$ cat src/hdl/msmsr_pkg.sv
// shared constants, types and crc function for the modbus median sensor reply block
package msmsr_pkg;

  localparam int SAMPLE_COUNT_DEF = 9;
  localparam int FRAME_LEN_DEF    = 8;

  localparam int CNT_W   = 4;   // sample counters, runs of up to 16 samples
  localparam int LUX_W   = 17;  // converted sample, signed
  localparam int SLOPE_W = 25;
  localparam int OFS_W   = 34;
  localparam int PROD_W  = 38;
  localparam int ACC_W   = 40;

  localparam logic [15:0] CRC_POLY = 16'hA001;
  localparam logic [15:0] CRC_INIT = 16'hFFFF;

  localparam logic [7:0] FUNC_CODE  = 8'h04;
  localparam logic [7:0] BYTE_COUNT = 8'h02;

  // register indexes of the configuration port
  localparam logic CFG_OWN_ADDR  = 1'b0;
  localparam logic CFG_REG_MATCH = 1'b1;

  // op codes carried in tuser
  localparam logic OP_RX_BYTE = 1'b0;
  localparam logic OP_ADC     = 1'b1;

  // piecewise-linear segments, q16.16
  localparam logic signed [SLOPE_W-1:0] SLOPE_0 = -25'sd8799519;
  localparam logic signed [SLOPE_W-1:0] SLOPE_1 = -25'sd574161;
  localparam logic signed [SLOPE_W-1:0] SLOPE_2 = -25'sd351994;
  localparam logic signed [SLOPE_W-1:0] SLOPE_3 = -25'sd25231;
  localparam logic signed [OFS_W-1:0]   OFS_0   = 34'sd3932028928;
  localparam logic signed [OFS_W-1:0]   OFS_1   = 34'sd815071232;
  localparam logic signed [OFS_W-1:0]   OFS_2   = 34'sd589830554;
  localparam logic signed [OFS_W-1:0]   OFS_3   = 34'sd89128960;

  // link between neighbouring sort cells
  typedef struct packed {
    logic signed [LUX_W-1:0] val;
    logic                    gt;   // cell is empty or holds more than the new value
  } cell_link_t;

  // one byte through the reflected crc-16
  function automatic logic [15:0] crc_feed(input logic [15:0] crc, input logic [7:0] b);
    logic [15:0] c;
    c = crc ^ {8'h00, b};
    for (int k = 0; k < 8; k++) begin
      if (c[0]) c = (c >> 1) ^ CRC_POLY;
      else      c = c >> 1;
    end
    return c;
  endfunction

endpackage

$ cat src/hdl/modbus_slave_median_sensor_reply_core.sv
// top level: frame receiver, sample conversion, sort chain and reply
// Usage: one input stream carries both serial request bytes and adc samples;
// in_tuser selects which (0 = byte in in_tdata[7:0], 1 = sample in in_tdata[19:8]).
// A request frame of FRAME_LEN bytes addressed to this slave, with a good crc and
// a matching register low byte, opens a run of SAMPLE_COUNT samples. Each sample
// is converted in a two-stage pipeline and inserted into a chain of sort cells,
// which keeps the run in ascending order; the median is read from the middle cell, or the mean of the middle pair.
// After the last sample a seven-byte reply leaves on the out_ stream, tlast on the
// final byte.
// Rate: serial bytes are taken one per cycle while in_tready is high. A sample is
// selected, multiplied, then added and inserted; in_tready is low from after its
// beat until it is inserted. out_tvalid rises when med_go_r starts the reply after
// the last insert; the reply then moves one byte per cycle while out_tready is high,
// and in_tready stays low until the last reply byte is taken. Items out of phase
// are taken and dropped. A stalled receiver simply holds the current reply byte.
// Reset (synchronous, rst_n low) returns to idle, crc to all ones and registers to
// slave address 4 and register match 1; the sort cells need no clearing.
module modbus_slave_median_sensor_reply_core #(
  parameter int SAMPLE_COUNT = msmsr_pkg::SAMPLE_COUNT_DEF,
  parameter int FRAME_LEN    = msmsr_pkg::FRAME_LEN_DEF
) (
  input  logic        clk,
  input  logic        rst_n,
  input  logic        in_tvalid,
  output logic        in_tready,
  input  logic [23:0] in_tdata,   // [7:0] rx_byte, [19:8] adc_sample, [23:20] zero
  input  logic        in_tuser,   // [0] op
  output logic        out_tvalid,
  input  logic        out_tready,
  output logic [7:0]  out_tdata,  // [7:0] tx_byte
  output logic        out_tlast,
  input  logic        cfg_we,
  input  logic        cfg_addr,
  input  logic [7:0]  cfg_wdata
);

  localparam int CW = msmsr_pkg::CNT_W;
  localparam int LW = msmsr_pkg::LUX_W;
  localparam logic [2:0]    FRAME_END = 3'(FRAME_LEN - 1);
  localparam logic [CW-1:0] SAMP_END  = CW'(SAMPLE_COUNT - 1);
  localparam int MID_LO = (SAMPLE_COUNT - 1) / 2;
  localparam int MID_HI = SAMPLE_COUNT / 2;

  typedef enum logic [3:0] {
    PH_IDLE    = 4'b0001,
    PH_COLLECT = 4'b0010,
    PH_DISCARD = 4'b0100,
    PH_SAMPLE  = 4'b1000
  } phase_t;

  phase_t          phase_r, phase_nxt;
  logic [2:0]      bc_r, bc_nxt;
  logic [15:0]     crc_r, crc_nxt, crc_fed;
  logic [7:0]      reg_lo_r, reg_lo_nxt;
  logic [CW-1:0]   sc_r, sc_nxt;
  logic [CW-1:0]   fill_r;
  logic            busy_r, busy_nxt;
  logic            last_pend_r, last_pend_nxt;
  logic            med_go_r;
  logic [7:0]      own_addr_r, reg_match_r;

  logic            in_beat, byte_beat, samp_beat, lux_start, lux_done, reply_busy;
  logic [7:0]      rx_byte;
  logic [11:0]     adc_sample;
  logic signed [LW-1:0] lux;
  logic signed [LW:0]   mid_sum, mid_adj;
  logic [15:0]     median;

  msmsr_pkg::cell_link_t links [SAMPLE_COUNT+1];

  assign rx_byte    = in_tdata[7:0];
  assign adc_sample = in_tdata[19:8];
  assign in_tready  = !busy_r && !med_go_r && !reply_busy;
  assign in_beat    = in_tvalid && in_tready;
  assign byte_beat  = in_beat && (in_tuser == msmsr_pkg::OP_RX_BYTE);
  assign samp_beat  = in_beat && (in_tuser == msmsr_pkg::OP_ADC);
  assign lux_start  = samp_beat && (phase_r == PH_SAMPLE);
  assign crc_fed    = msmsr_pkg::crc_feed(crc_r, rx_byte);

  // configuration registers
  always_ff @(posedge clk) begin
    if (!rst_n) begin
      own_addr_r  <= 8'd4;
      reg_match_r <= 8'd1;
    end else if (cfg_we) begin
      case (cfg_addr)
        msmsr_pkg::CFG_OWN_ADDR:  own_addr_r  <= cfg_wdata;
        msmsr_pkg::CFG_REG_MATCH: reg_match_r <= cfg_wdata;
        default: ;
      endcase
    end
  end

  // frame receiver and sample run control
  always_comb begin
    phase_nxt     = phase_r;
    bc_nxt        = bc_r;
    crc_nxt       = crc_r;
    reg_lo_nxt    = reg_lo_r;
    sc_nxt        = sc_r;
    busy_nxt      = busy_r;
    last_pend_nxt = last_pend_r;
    if (lux_done) busy_nxt = 1'b0;
    if (med_go_r) last_pend_nxt = 1'b0;
    if (byte_beat) begin
      case (phase_r)
        PH_IDLE: begin
          bc_nxt = 3'd1;
          if (rx_byte == own_addr_r) begin
            crc_nxt   = msmsr_pkg::crc_feed(msmsr_pkg::CRC_INIT, rx_byte);
            phase_nxt = PH_COLLECT;
          end else begin
            phase_nxt = PH_DISCARD;
          end
        end
        PH_COLLECT: begin
          crc_nxt = crc_fed;
          if (bc_r == 3'd3) reg_lo_nxt = rx_byte;
          if (bc_r >= FRAME_END) begin
            bc_nxt = '0;
            if (crc_fed == 16'h0000 && reg_lo_nxt == reg_match_r) begin
              phase_nxt = PH_SAMPLE;
              sc_nxt    = '0;
            end else begin
              phase_nxt = PH_IDLE;
            end
          end else begin
            bc_nxt = bc_r + 3'd1;
          end
        end
        PH_DISCARD: begin
          if (bc_r >= FRAME_END) begin
            bc_nxt    = '0;
            phase_nxt = PH_IDLE;
          end else begin
            bc_nxt = bc_r + 3'd1;
          end
        end
        default: ;
      endcase
    end
    if (lux_start) begin
      busy_nxt = 1'b1;
      if (sc_r == SAMP_END) begin
        sc_nxt        = '0;
        phase_nxt     = PH_IDLE;
        last_pend_nxt = 1'b1;
      end else begin
        sc_nxt = sc_r + CW'(1);
      end
    end
  end

  always_ff @(posedge clk) begin
    if (!rst_n) begin
      phase_r     <= PH_IDLE;
      bc_r        <= '0;
      crc_r       <= msmsr_pkg::CRC_INIT;
      reg_lo_r    <= '0;
      sc_r        <= '0;
      busy_r      <= 1'b0;
      last_pend_r <= 1'b0;
      med_go_r    <= 1'b0;
      fill_r      <= '0;
    end else begin
      phase_r     <= phase_nxt;
      bc_r        <= bc_nxt;
      crc_r       <= crc_nxt;
      reg_lo_r    <= reg_lo_nxt;
      sc_r        <= sc_nxt;
      busy_r      <= busy_nxt;
      last_pend_r <= last_pend_nxt;
      med_go_r    <= lux_done && last_pend_r;
      // fill count of the sort chain, restarted with each run
      if (phase_r != PH_SAMPLE && phase_nxt == PH_SAMPLE) fill_r <= '0;
      else if (lux_done) fill_r <= fill_r + CW'(1);
    end
  end

  msmsr_lux u_lux (
    .clk    (clk),
    .rst_n  (rst_n),
    .start  (lux_start),
    .sample (adc_sample),
    .done   (lux_done),
    .lux    (lux)
  );

  // sort chain
  assign links[0].val = '0;
  assign links[0].gt  = 1'b0;

  for (genvar i = 0; i < SAMPLE_COUNT; i++) begin : g_cell
    msmsr_cell u_cell (
      .clk     (clk),
      .ins     (lux_done),
      .full    (CW'(i) < fill_r),
      .new_val (lux),
      .left    (links[i]),
      .right   (links[i+1])
    );
  end

  // median, mean of the middle pair truncated toward zero
  always_comb begin
    mid_sum = (LW+1)'(links[MID_LO+1].val) + (LW+1)'(links[MID_HI+1].val);
    mid_adj = mid_sum + (LW+1)'(mid_sum[LW] & mid_sum[0]);
    median  = 16'(mid_adj >>> 1);
  end

  msmsr_reply u_reply (
    .clk        (clk),
    .rst_n      (rst_n),
    .start      (med_go_r),
    .value      (median),
    .own_addr   (own_addr_r),
    .busy       (reply_busy),
    .out_tvalid (out_tvalid),
    .out_tready (out_tready),
    .out_tdata  (out_tdata),
    .out_tlast  (out_tlast)
  );

endmodule

$ cat src/hdl/msmsr_lux.sv
// two-stage piecewise-linear conversion of an adc sample to lux times ten
module msmsr_lux (
  input  logic                                  clk,
  input  logic                                  rst_n,
  input  logic                                  start,
  input  logic [11:0]                           sample,
  output logic                                  done,
  output logic signed [msmsr_pkg::LUX_W-1:0]    lux
);

  logic                                     v1_r, v2_r;
  logic                                     zero1_r, zero2_r;
  logic        [11:0]                       r_r;
  logic signed [msmsr_pkg::SLOPE_W-1:0]     slope_r;
  logic signed [msmsr_pkg::OFS_W-1:0]       ofs1_r, ofs2_r;
  logic signed [msmsr_pkg::PROD_W-1:0]      prod_r;
  logic signed [msmsr_pkg::SLOPE_W-1:0]     slope_nxt;
  logic signed [msmsr_pkg::OFS_W-1:0]       ofs_nxt;
  logic                                     zero_nxt;
  logic signed [msmsr_pkg::ACC_W-1:0]       acc;
  logic        [msmsr_pkg::ACC_W-1:0]       mag;
  logic        [msmsr_pkg::LUX_W-1:0]       mag_q;

  // segment select
  always_comb begin
    zero_nxt  = 1'b0;
    slope_nxt = msmsr_pkg::SLOPE_3;
    ofs_nxt   = msmsr_pkg::OFS_3;
    if (sample > 12'd0 && sample < 12'd400) begin
      slope_nxt = msmsr_pkg::SLOPE_0;
      ofs_nxt   = msmsr_pkg::OFS_0;
    end else if (sample > 12'd400 && sample < 12'd1000) begin
      slope_nxt = msmsr_pkg::SLOPE_1;
      ofs_nxt   = msmsr_pkg::OFS_1;
    end else if (sample > 12'd1000 && sample < 12'd2000) begin
      slope_nxt = msmsr_pkg::SLOPE_2;
      ofs_nxt   = msmsr_pkg::OFS_2;
    end else if (sample > 12'd2000 && sample < 12'd4000) begin
      slope_nxt = msmsr_pkg::SLOPE_3;
      ofs_nxt   = msmsr_pkg::OFS_3;
    end else begin
      zero_nxt = 1'b1;
    end
  end

  // valid pipe
  always_ff @(posedge clk) begin
    if (!rst_n) begin
      v1_r <= 1'b0;
      v2_r <= 1'b0;
    end else begin
      v1_r <= start;
      v2_r <= v1_r;
    end
  end

  // payload pipe: select, then multiply
  always_ff @(posedge clk) begin
    r_r     <= sample;
    slope_r <= slope_nxt;
    ofs1_r  <= ofs_nxt;
    zero1_r <= zero_nxt;
    prod_r  <= msmsr_pkg::PROD_W'(slope_r * $signed({1'b0, r_r}));
    ofs2_r  <= ofs1_r;
    zero2_r <= zero1_r;
  end

  // add offset and truncate toward zero
  always_comb begin
    acc   = msmsr_pkg::ACC_W'(prod_r) + msmsr_pkg::ACC_W'(ofs2_r);
    mag   = acc[msmsr_pkg::ACC_W-1] ? msmsr_pkg::ACC_W'(-acc) : msmsr_pkg::ACC_W'(acc);
    mag_q = mag[16 +: msmsr_pkg::LUX_W];
    if (zero2_r)                       lux = '0;
    else if (acc[msmsr_pkg::ACC_W-1])  lux = -$signed(mag_q);
    else                               lux = $signed(mag_q);
  end

  assign done = v2_r;

endmodule

$ cat src/hdl/msmsr_cell.sv
// one cell of the insertion sort chain, holding one converted sample
module msmsr_cell (
  input  logic                    clk,
  input  logic                    ins,
  input  logic                    full,
  input  logic signed [msmsr_pkg::LUX_W-1:0] new_val,
  input  msmsr_pkg::cell_link_t   left,
  output msmsr_pkg::cell_link_t   right
);

  logic signed [msmsr_pkg::LUX_W-1:0] val_r;
  logic                               gt;

  assign gt = !full || (val_r > new_val);

  // shift right when the new value goes at or before this cell
  always_ff @(posedge clk) begin
    if (ins && gt) begin
      val_r <= left.gt ? left.val : new_val;
    end
  end

  assign right.val = val_r;
  assign right.gt  = gt;

endmodule

$ cat src/hdl/msmsr_reply.sv
// reply sequencer: sends the seven reply bytes and builds their crc on the way
module msmsr_reply (
  input  logic        clk,
  input  logic        rst_n,
  input  logic        start,
  input  logic [15:0] value,
  input  logic [7:0]  own_addr,
  output logic        busy,
  output logic        out_tvalid,
  input  logic        out_tready,
  output logic [7:0]  out_tdata,
  output logic        out_tlast
);

  localparam logic [2:0] LAST_IDX = 3'd6;
  localparam logic [2:0] CRC_LO   = 3'd5;

  logic        active_r, active_nxt;
  logic [2:0]  idx_r, idx_nxt;
  logic [15:0] crc_r, crc_nxt;
  logic [15:0] value_r;
  logic [7:0]  addr_r;
  logic [7:0]  byte_q;
  logic        beat;

  // byte select
  always_comb begin
    case (idx_r)
      3'd0:    byte_q = addr_r;
      3'd1:    byte_q = msmsr_pkg::FUNC_CODE;
      3'd2:    byte_q = msmsr_pkg::BYTE_COUNT;
      3'd3:    byte_q = value_r[15:8];
      3'd4:    byte_q = value_r[7:0];
      3'd5:    byte_q = crc_r[7:0];
      default: byte_q = crc_r[15:8];
    endcase
  end

  assign beat = active_r && out_tready;

  always_comb begin
    active_nxt = active_r;
    idx_nxt    = idx_r;
    crc_nxt    = crc_r;
    if (start) begin
      active_nxt = 1'b1;
      idx_nxt    = '0;
      crc_nxt    = msmsr_pkg::CRC_INIT;
    end else if (beat) begin
      if (idx_r < CRC_LO) crc_nxt = msmsr_pkg::crc_feed(crc_r, byte_q);
      if (idx_r == LAST_IDX) active_nxt = 1'b0;
      idx_nxt = idx_r + 3'd1;
    end
  end

  always_ff @(posedge clk) begin
    if (!rst_n) begin
      active_r <= 1'b0;
      idx_r    <= '0;
      crc_r    <= msmsr_pkg::CRC_INIT;
    end else begin
      active_r <= active_nxt;
      idx_r    <= idx_nxt;
      crc_r    <= crc_nxt;
    end
  end

  // latch reply payload at start
  always_ff @(posedge clk) begin
    if (start) begin
      value_r <= value;
      addr_r  <= own_addr;
    end
  end

  assign busy       = active_r;
  assign out_tvalid = active_r;
  assign out_tdata  = byte_q;
  assign out_tlast  = (idx_r == LAST_IDX);

endmodule

$ cat config.mk
export PLATFORM = sky130hd
export DESIGN_NAME = modbus_slave_median_sensor_reply_core
export DESIGN_NICKNAME = d
export VERILOG_FILES = /design/src/hdl/msmsr_pkg.sv /design/src/hdl/modbus_slave_median_sensor_reply_core.sv /design/src/hdl/msmsr_lux.sv /design/src/hdl/msmsr_cell.sv /design/src/hdl/msmsr_reply.sv
export SDC_FILE = /design/constraint.sdc
export NUM_CORES = 1
export LEC_CHECK = 0
export BUFFER_PORTS_ARGS = -buffer_cell sky130_fd_sc_hd__buf_2
export CAP_MARGIN = 40
export CORE_ASPECT_RATIO = 1.4
export CORE_MARGIN = 1.5
export CORE_UTILIZATION = 50
export DETAILED_ROUTE_END_ITERATION = 12
export GPL_TIMING_DRIVEN = 1
export PLACE_DENSITY = 0.75
export RECOVER_POWER = 100
export SLEW_MARGIN = 20
export SYNTH_ARGS = -nofsm -noshare
export SYNTH_HDL_FRONTEND = slang
export SYNTH_SLANG_ARGS = --single-unit
$ cat constraint.sdc
create_clock -name clk -period 15.2 [get_ports clk]
set_input_delay 3.04 -clock clk [delete_from_list [all_inputs] [get_ports clk]]
set_output_delay 3.04 -clock clk [all_outputs]
set_load 0.03 [all_outputs]
==> impl_metrics.py <==
metrics = {
    "clock_network": {
        "cts_max_level": 1,
        "cts_inserted_buffers": 29,
        "clock-sinks": 265,
        "ctsResizeCount": 0,
        "post_cts_buffers": 0,
        "cts-root-buf": "clkbuf_16",
        "cts_tree": "yes",
        "clock_latency_ps": 570,
        "cts.clk_slew.worst_paths_ps": 60,
        "postCtsHoldBufs": 0,
        "clk_path_buf_depth": 3,
    },
    "synthesis": {
        "ys_top_cells_by_area": "fa_1 (21%), edfxtp_1 (14%), dfxtp_1 (13%)",
        "ys_seq_area_share_pct": 26.55,
        "avgSynthCellArea_sq_um": 9.726,
        "synth_cell_types": 75,
        "netlist_instances": 2477,
        "syn_nets": 2985,
        "synth_area_sq_mm": 0.02409,
        "synth_area_leader_cell": "fa_1",
        "synth_edf_count": 109,
        "synth_top_area_share_pct": 20.94,
        "yosys_register_bits": 265,
        "synth_top_flop_cell": "dfxtp_1",
        "async_flop_share_pct": 0,
        "yosysWarnings": 0,
    },
    "placement": {
        "dp_slack_ps": 6830,
        "gp_congestion": 0.9449,
        "port_buffers": 45,
        "dp_hpwl_mm": 47.43,
    },
    "routing": {
        "drt_iter0_drc": 871,
        "wl_mm": 58.26,
        "dr.pass1.iters": 7,
        "via_per_inst": 5.649,
        "dr_total_vias": 17710,
        "drc_errors": 0,
        "ant_nets": 0,
        "wl_per_cell_um": 18.58,
    },
    "status": {
        "status": "finished, violations left",
        "violations": "capacitance limit, slew limit",
    },
    "power": {
        "pwr_density_cell_mw_per_mm2": 241.2,
        "peakVddDrop_v": 0.0002054,
        "leakagePower_nw": 11.40,
    },
    "global_routing": {
        "grt_pass1_wl_mm": 94.30,
        "grt_max_degree": 59,
        "antenna_found_initial": 0,
        "grtUsageTotal_pct": 23.77,
        "first_global_vias": 18830,
        "overflow": 0,
    },
    "final_layout": {
        "drive_gt1_share_pct": 4.789,
        "multi_input_area_sq_mm": 0.01609,
        "finalCoreUtilization_pct": 54.10,
        "final_cell_mix": "inv_1 (330), fa_1 (252), ha_1 (217), nand2_1 (212), dfxtp_1 (156)",
        "area_growth_pct": 7.307,
        "final_common_cell": "inv_1",
        "fillers": 4209,
        "diodes": 0,
        "register_area_sq_mm": 0.006396,
        "layout.nets": 2992,
    },
    "critical_path": {
        "cpMaxStageDelayCell": "and2_0",
        "cp.required_ps": 15380,
        "cp.arrival_ps": 10170,
        "crit_path_end_kind": "flip-flop",
        "max_stage_delay_ps": 1010,
        "crit_type": "flip-flop to flip-flop",
        "start_kind": "flip-flop",
        "cp_max_fo": 19,
    },
    "sta": {
        "skew_ps": 13.41,
        "fin_ws_ps": 5211,
        "final_hold_viol_count": 0,
        "setup_viol": 0,
        "whs_ps": 325.7,
        "tightest_slew_ps": 1850,
        "fin_tns_setup_ps": 0,
        "slew_headroom_pct": -23.32,
        "drv_slew": 63,
        "fmax_ghz": 0.1001,
        "period_share_pct": 65.72,
        "post-route-min-period_ps": 9989,
        "rsz0062_at_grt": "no",
    },
    "die": {
        "die_h_um": 262.7,
        "die_x_um": 188.5,
        "start_util_pct": 50.42,
        "rows": 95,
        "core-area_sq_mm": 0.04778,
        "pin_count": 50,
        "die-area_sq_mm": 0.04953,
    },
    "flow_run": {
        "cap_violations": 2,
    },
    "hold_path": {
        "hold_class": "flip-flop to flip-flop",
    },
}
## cell type report
class	count	area share, %
Clock buffer	39	3.228
Multi-Input combinational cell	1793	62.25
Clock inverter	14	0.6970
Timing Repair Buffer	65	1.244
Inverter	330	4.792
Tap cell	630	3.049
Sequential cell	265	24.74
## kinds of logic (layout without fill, tap and decap cells)
family	count (synthesis)	in the layout	share of synthesized area, %
buffers and inverters	419	448	6.555
multiplexers	64	64	2.815
AND/OR/NAND/NOR	680	680	14.28
XOR/XNOR	160	160	5.879
AO/OA/AOI/OAI	420	420	11.71
adder cells (fa/ha/maj)	469	469	32.21
flip-flops	265	265	26.55
## power by group
part / total (mW) / internal, mW / switching (mW)
logic: 4.55 / 1.93 / 2.62
clock network: 0.748 / 0.452 / 0.296
registers: 0.933 / 0.876 / 0.0567
total: 6.23 / 3.26 / 2.98
## critical path: cells and delay by family, from the launching register on
kind	cells	cell delay (ps)
simple gates	9	3140
compound gates	8	2630
xor+xnor	2	1100
fa+ha+maj	3	1060
buf+inv	1	670
mux	2	540
flops	1	420
## per-stage QoR
step | power [mW] | cells | cell area (sq um)
after CTS | 6.250 | 3133 | 25940
after global routing | 6.863 | 3136 | 25850
after floorplan | 4.427 | 2477 | 24090
final | 6.235 | 3136 | 25850
after global placement | 5.307 | 3073 | 24850
after detailed placement | 5.471 | 3080 | 24930
## flip-flops by register name (all words and copies together), names as in the netlist, 9 cells and up
| name | count |
|---|---|
| g_cell.u_cell.val_r | 85 |
| u_lux.prod_r | 38 |
| crc_r | 16 |
| u_reply.crc_r | 16 |
| u_reply.value_r | 16 |
| u_lux.r_r | 12 |
| u_lux.ofs2_r | 10 |
| u_lux.ofs1_r | 9 |
## Yosys cell counts (5+ instances only)
cell / instances
inv_1: 330
fa_1: 252
ha_1: 217
nand2_1: 212
dfxtp_1: 156
xnor2_1: 118
nor2_1: 110
and2_1: 109
edfxtp_1: 109
a21oi_1: 90
clkbuf_1: 86
o21ai_0: 76
nand3_1: 44
xor2_1: 40
a21o_1: 38
nand4_1: 35
mux2i_1: 34
nor2b_1: 32
o211ai_1: 29
nor3_1: 28
nand2b_1: 26
mux2_2: 24
a21boi_0: 23
a31oi_1: 20
o21a_1: 20
a211oi_1: 16
nor4_1: 16
o31ai_1: 16
and3_1: 14
o21bai_1: 10
a22oi_1: 9
o21ai_1: 9
or2_2: 9
or3_1: 9
a22o_1: 8
or4_1: 8
or2_1: 7
a211o_1: 6
mux2_1: 6
nand3b_1: 6
o2111ai_1: 5
o22ai_1: 5
## worst paths after layout
check,startpoint,end,slack [ps],cells past startpoint
worst max-delay path,u_lux.ofs2_r[21]$_DFF_P_,g_cell[1].u_cell.val_r[7]$_DFFE_PP_,5210,25
worst min-delay path,u_lux.ofs1_r[25]$_SDFF_PP1_,u_lux.ofs2_r[25]$_DFF_P_,330,0
worst max register to register,u_lux.ofs2_r[21]$_DFF_P_,g_cell[1].u_cell.val_r[7]$_DFFE_PP_,5210,25
worst min register to register,u_lux.ofs1_r[25]$_SDFF_PP1_,u_lux.ofs2_r[25]$_DFF_P_,330,0
## routing by layer
metal | up-vias | track usage (%) | part of all wire (%)
li1 | 8376 | - | -
met3 | 179 | 2.110 | 3.3
met1 | 8691 | 23.73 | 35
met5 | - | 0 | 0
met2 | 468 | 47.20 | 56
met4 | 0 | 13.23 | 6.0
No activity file was read; power rests on OpenSTA's default activity.
